[config.mk]
export PLATFORM = sky130hd
export DESIGN_NAME = spn_perm
export DESIGN_NICKNAME = d
export VERILOG_FILES = /design/src/rtl/spn_pkg.sv /design/src/rtl/spn_perm.sv
export SDC_FILE = /design/constraint.sdc
export NUM_CORES = 1
export LEC_CHECK = 0
export BUFFER_PORTS_ARGS = -buffer_cell sky130_fd_sc_hd__buf_2
export CORE_ASPECT_RATIO = 0.75
export CORE_MARGIN = 10
export CORE_UTILIZATION = 60
export DETAILED_ROUTE_END_ITERATION = 7
export GPL_TIMING_DRIVEN = 0
export PLACE_DENSITY_LB_ADDON = 0.2
export SYNTH_ARGS = -nofsm -noshare
export SYNTH_HDL_FRONTEND = slang
export SYNTH_SLANG_ARGS = --single-unit
[constraint.sdc]
create_clock -name clk -period 4.85 [get_ports clk]
set_input_delay 0.485 -clock clk [delete_from_list [all_inputs] [get_ports clk]]
set_output_delay 0.485 -clock clk [all_outputs]
set_load 0.05 [all_outputs]
[src/rtl/spn_pkg.sv]
// shared types and constants for the spn block cipher core
`timescale 1ns / 1ps

package spn_pkg;

  localparam int unsigned DEF_ROUNDS      = 16;
  localparam int unsigned DEF_PERM_PERIOD = 2;

  localparam int unsigned OPCODE_W = 3;
  localparam int unsigned BYTE_W   = 8;
  localparam int unsigned HALF_W   = 64;
  localparam int unsigned PERM_W   = 5;

  localparam logic [OPCODE_W-1:0] OP_LOAD_SUB  = 3'd0;
  localparam logic [OPCODE_W-1:0] OP_LOAD_PERM = 3'd1;
  localparam logic [OPCODE_W-1:0] OP_LOAD_KEY  = 3'd2;
  localparam logic [OPCODE_W-1:0] OP_ENCRYPT   = 3'd3;
  localparam logic [OPCODE_W-1:0] OP_DECRYPT   = 3'd4;

  // byte k of the block sits at index ~k, nibble n at index ~n
  typedef logic [15:0][BYTE_W-1:0] byte_blk_t;
  typedef logic [31:0][3:0]        nib_blk_t;

  typedef struct packed {
    logic              sub_we;
    logic              perm_we;
    logic [BYTE_W-1:0] idx;
    logic [BYTE_W-1:0] val;
  } tab_wr_t;

  typedef struct packed {
    logic              inv;
    logic [BYTE_W-1:0] addr0;
    logic [BYTE_W-1:0] addr1;
  } sbox_req_t;

  typedef struct packed {
    logic start;
    logic inv;
  } perm_ctrl_t;

  typedef struct packed {
    logic busy;
    logic done;
  } perm_stat_t;

endpackage

[src/rtl/spn_perm.sv]
// nibble permutation tables and serial scatter unit, one nibble per cycle
`timescale 1ns / 1ps

module spn_perm (
  input  logic                  clk,
  input  logic                  rst_n,
  input  spn_pkg::tab_wr_t      wr,
  input  spn_pkg::perm_ctrl_t   ctrl,
  input  spn_pkg::nib_blk_t     src,
  output spn_pkg::perm_stat_t   stat,
  output spn_pkg::nib_blk_t     dst
);

  logic [spn_pkg::PERM_W-1:0] perm_tab_r [32];
  logic [spn_pkg::PERM_W-1:0] inv_tab_r  [32];

  logic                       run_r;
  logic                       run_nxt;
  logic                       done_r;
  logic                       done_nxt;
  logic                       inv_r;
  logic                       inv_nxt;
  logic [spn_pkg::PERM_W-1:0] cnt_r;
  logic [spn_pkg::PERM_W-1:0] cnt_nxt;
  logic [spn_pkg::PERM_W-1:0] dest;
  spn_pkg::nib_blk_t          dst_r;

  always_ff @(posedge clk) begin
    if (wr.perm_we) begin
      perm_tab_r[wr.idx[spn_pkg::PERM_W-1:0]] <= wr.val[spn_pkg::PERM_W-1:0];
      inv_tab_r[wr.val[spn_pkg::PERM_W-1:0]]  <= wr.idx[spn_pkg::PERM_W-1:0];
    end
  end

  assign dest = inv_r ? inv_tab_r[cnt_r] : perm_tab_r[cnt_r];

  always_comb begin
    run_nxt  = run_r;
    done_nxt = 1'b0;
    inv_nxt  = inv_r;
    cnt_nxt  = cnt_r;
    if (ctrl.start) begin
      run_nxt = 1'b1;
      inv_nxt = ctrl.inv;
      cnt_nxt = '0;
    end else if (run_r) begin
      cnt_nxt = cnt_r + 1'b1;
      if (cnt_r == '1) begin
        run_nxt  = 1'b0;
        done_nxt = 1'b1;
      end
    end
  end

  always_ff @(posedge clk) begin
    if (!rst_n) begin
      run_r  <= 1'b0;
      done_r <= 1'b0;
      inv_r  <= 1'b0;
      cnt_r  <= '0;
    end else begin
      run_r  <= run_nxt;
      done_r <= done_nxt;
      inv_r  <= inv_nxt;
      cnt_r  <= cnt_nxt;
    end
  end

  // later source nibbles overwrite earlier ones on a clash
  always_ff @(posedge clk) begin
    if (ctrl.start) begin
      dst_r <= '0;
    end else if (run_r) begin
      dst_r[~dest] <= src[~cnt_r];
    end
  end

  assign dst       = dst_r;
  assign stat.busy = run_r;
  assign stat.done = done_r;

endmodule

==> impl_results.md <==
- Status: completed
- Router iterations before antenna repair: 5
- Period minus WS final: approximately 4.5 ns
- Cell count after synthesis: approximately 1200
- Primary FF master, synth: edfxtp_1
- Yosys top cell area share: 0.4969
- Crit path kind: register to register
- RePlAce Congestion: approximately 0.95
- CTS tree: done
- CP max FO: 10
- Startpoint type of the worst setup path: register
- Commonest cells post-synth: edfxtp_1, mux2i_1, dfxtp_1
- Final Hold Vio Count: 0
- Hold-fix buffers, CTS: 0
- Core ar.: 0.03153 mm^2
- Slew headroom: 0.4185
- Port bufs: 270
- Ys async rst share: 0
- Die area: between 0.03 and 0.04 mm^2
- Initial Util: 0.6134
- Max-cap violations: 0
- Pin slew with the least headroom to its limit: roughly 0.87 ns
- EDFF count, synth: 320
- Max-slew violations: 0
- Total power: 8.084 mW
- Final setup fails: 0
- Peak Freq: 221.0 MHz
- Ports: 280
- Pwr/cell area: approximately 360 mW/mm^2
- Leakage power: between 8 and 9 nW
- Post-synthesis sequential area ratio: 0.6428
- Gr usage total: 0.2676
- Clk Latency, worst-skew pair: 0.55 ns
- Final design utilization: 0.7166
- Design area: around 0.023 mm^2
- Fillcell total: 2025
- Die W: 227.3 um
- GRT Residual Overflow: 0
- Pin count of the biggest net entering global routing: 41
- Layout cells sized above 1: 0.3144
- Remaining antenna violation count: 0
- Setup TNS: 0 ns
- Warnings, synthesis: 0
- Clk root buf: clkbuf_16
- R2r setup slk: 0.32 ns
- Via count: roughly 12000
- Tcrit/Tclk final: 0.9331
- DRT iter0 DRCs: 1446
- Number of buffers created by CTS: 43
- Die H: 175.5 um
- Clk_skew: 0.01580 ns
- Mapped Avg Cell Area: about 16 um^2
- CTS H-tree depth: 2
- Worst vdd ir: 0.2179 mV
- Post-Syn Area: between 0.015 and 0.02 mm^2
- Post-DP HPWL: 38150 um
- Reg-to-Reg End: dst[90]
- Clock Tree Buf Depth: 3
- DR WL/cell: 27.33 um
- Crit path required time: 5.25 ns
- Syn nets: ~1300
- Clk slew on worst S/H paths: 0.06 ns
- Hold path start: ctrl[0]
- Site Rows: 56
- Worst Hold End: inv_r
- Distinct cell type count of the synthesized netlist: 54
- Vias per cell: approximately 6.2
- Worst Hold Class: input pin to register
- # clock sinks: 461
- CP Data Arrival Time: 4.93 ns
- Worst Setup End Kind: register
- R2R depth: 12
- DRC viols: 0
- Drt total wl: 53410 um
- CTS-repair resized insts: 0
- Top cells by area, synth: edfxtp_1, dfxtp_1, mux4_2, mux2i_1, nand2b_1
- Vias in the first global route: 12460
- Most frequent cell after synthesis: edfxtp_1
- Yosys top cell by area: edfxtp_1
- Area grow syn2layout: 16.83%
- First-pass GRT wire length: 79760 um
- Yosys reg bits: 461
- Final nets: about 1700
- Placement Cell Area: 0.02120 mm^2
- Hold depth: 3
- RSZ-0062 raised after global routing: false
- Post-CTS setup buffer count: 0
- Initial antenna violation count: 2
-- area by class of cell --
cell class              instances  area (um^2)  area share
flip-flops and latches        461        12430      0.5502
multi-input cells             654         6469      0.2863
repair buffers                270         1351     0.05980
clock buffers                  62         1250     0.05532
well taps                     406        508.0     0.02248
plain buffers                  78        425.4     0.01883
clock inverters                17        140.1    0.006202
inverters                       4        15.01   0.0006645
diodes                          2        5.005   0.0002215
-- flip-flops by register name, summed over array words and instances (netlist names), named ones only --
| name | count |
|---|---|
| cnt_r | 5 |
| done_r | 1 |
| dst | 128 |
| inv_r | 1 |
| inv_tab_r | 160 |
| perm_tab_r | 160 |
| run_r | 1 |
-- metrics by stage --
stage                     instances  setup WS [ns]  hold WS (ns)
after floorplan                1197          1.639        0.5839
after global placement         1873         0.4522        0.4575
after detailed placement       1873         0.3175        0.4578
after CTS                      1952         0.2851        0.1915
after global routing           1954         0.1288        0.2281
final                          1954         0.3242        0.1997
-- cell families after synthesis --
kind of cell / share of synthesized area
buffers and inverters: 0.02271
flip-flops: 0.6428
AO/OA/AOI/OAI: 0.01844
adder cells (fa/ha/maj): 0.001294
AND/OR/NAND/NOR: 0.09342
XOR/XNOR: 0.001359
multiplexers: 0.2200
-- critical path: stages, from the launching register on --
cell and delay, ns:
dfxtp_1 0.35, buf_2 0.39, buf_4 0.30, clkbuf_1 0.59, clkbuf_1 0.72, mux4_2 0.46, a22oi_1 0.18, nand2_1 0.09
a211o_1 0.30, buf_2 0.22, nor3b_2 0.32, nand2_1 0.26, mux2i_1 0.19
-- how the worst max path moves through the flow --
stage                           to  depth (start not counted)     start  slack [ns]
after CTS                  dst[75]                         14  register        0.29
after floorplan            dst[55]                         12  register        1.64
final                      dst[90]                         12  register        0.32
after detailed placement  dst[101]                         14  register        0.32
after global routing       dst[90]                         12  register        0.13
after global placement     dst[89]                         12  register        0.45
-- cell usage in the layout, fill, tap and decap left out, drive strengths merged, types with 5 or more instances in the layout --
cell type and count:
nor2b 11, buf 301, or3b 8, mux4 115
nand2b 132, clkinv 13, nand3 14, nor2 87
a211oi 5, or2 7, nand2 36, a22oi 18
inv 5, nand3b 14, edfxtp 320, dfxtp 141
a21oi 6, clkbuf 106, mux2i 155
-- metal layers --
layer	track usage	routed length, um	up-vias
li1	-	-	5220
met1	0.3735	21380	6064
met2	0.4031	24280	765
met3	0.07723	6410	94
met4	0.07703	1339	0
met5	0	0	-
-- power by group --
group          total [mW]  internal, mW  switching [mW]
Combinational       0.493         0.197           0.296
Sequential           4.26          4.24          0.0146
Clock                3.33          1.90            1.43
Total                8.08          6.35            1.74
No activity file was read; power rests on OpenSTA's default activity.
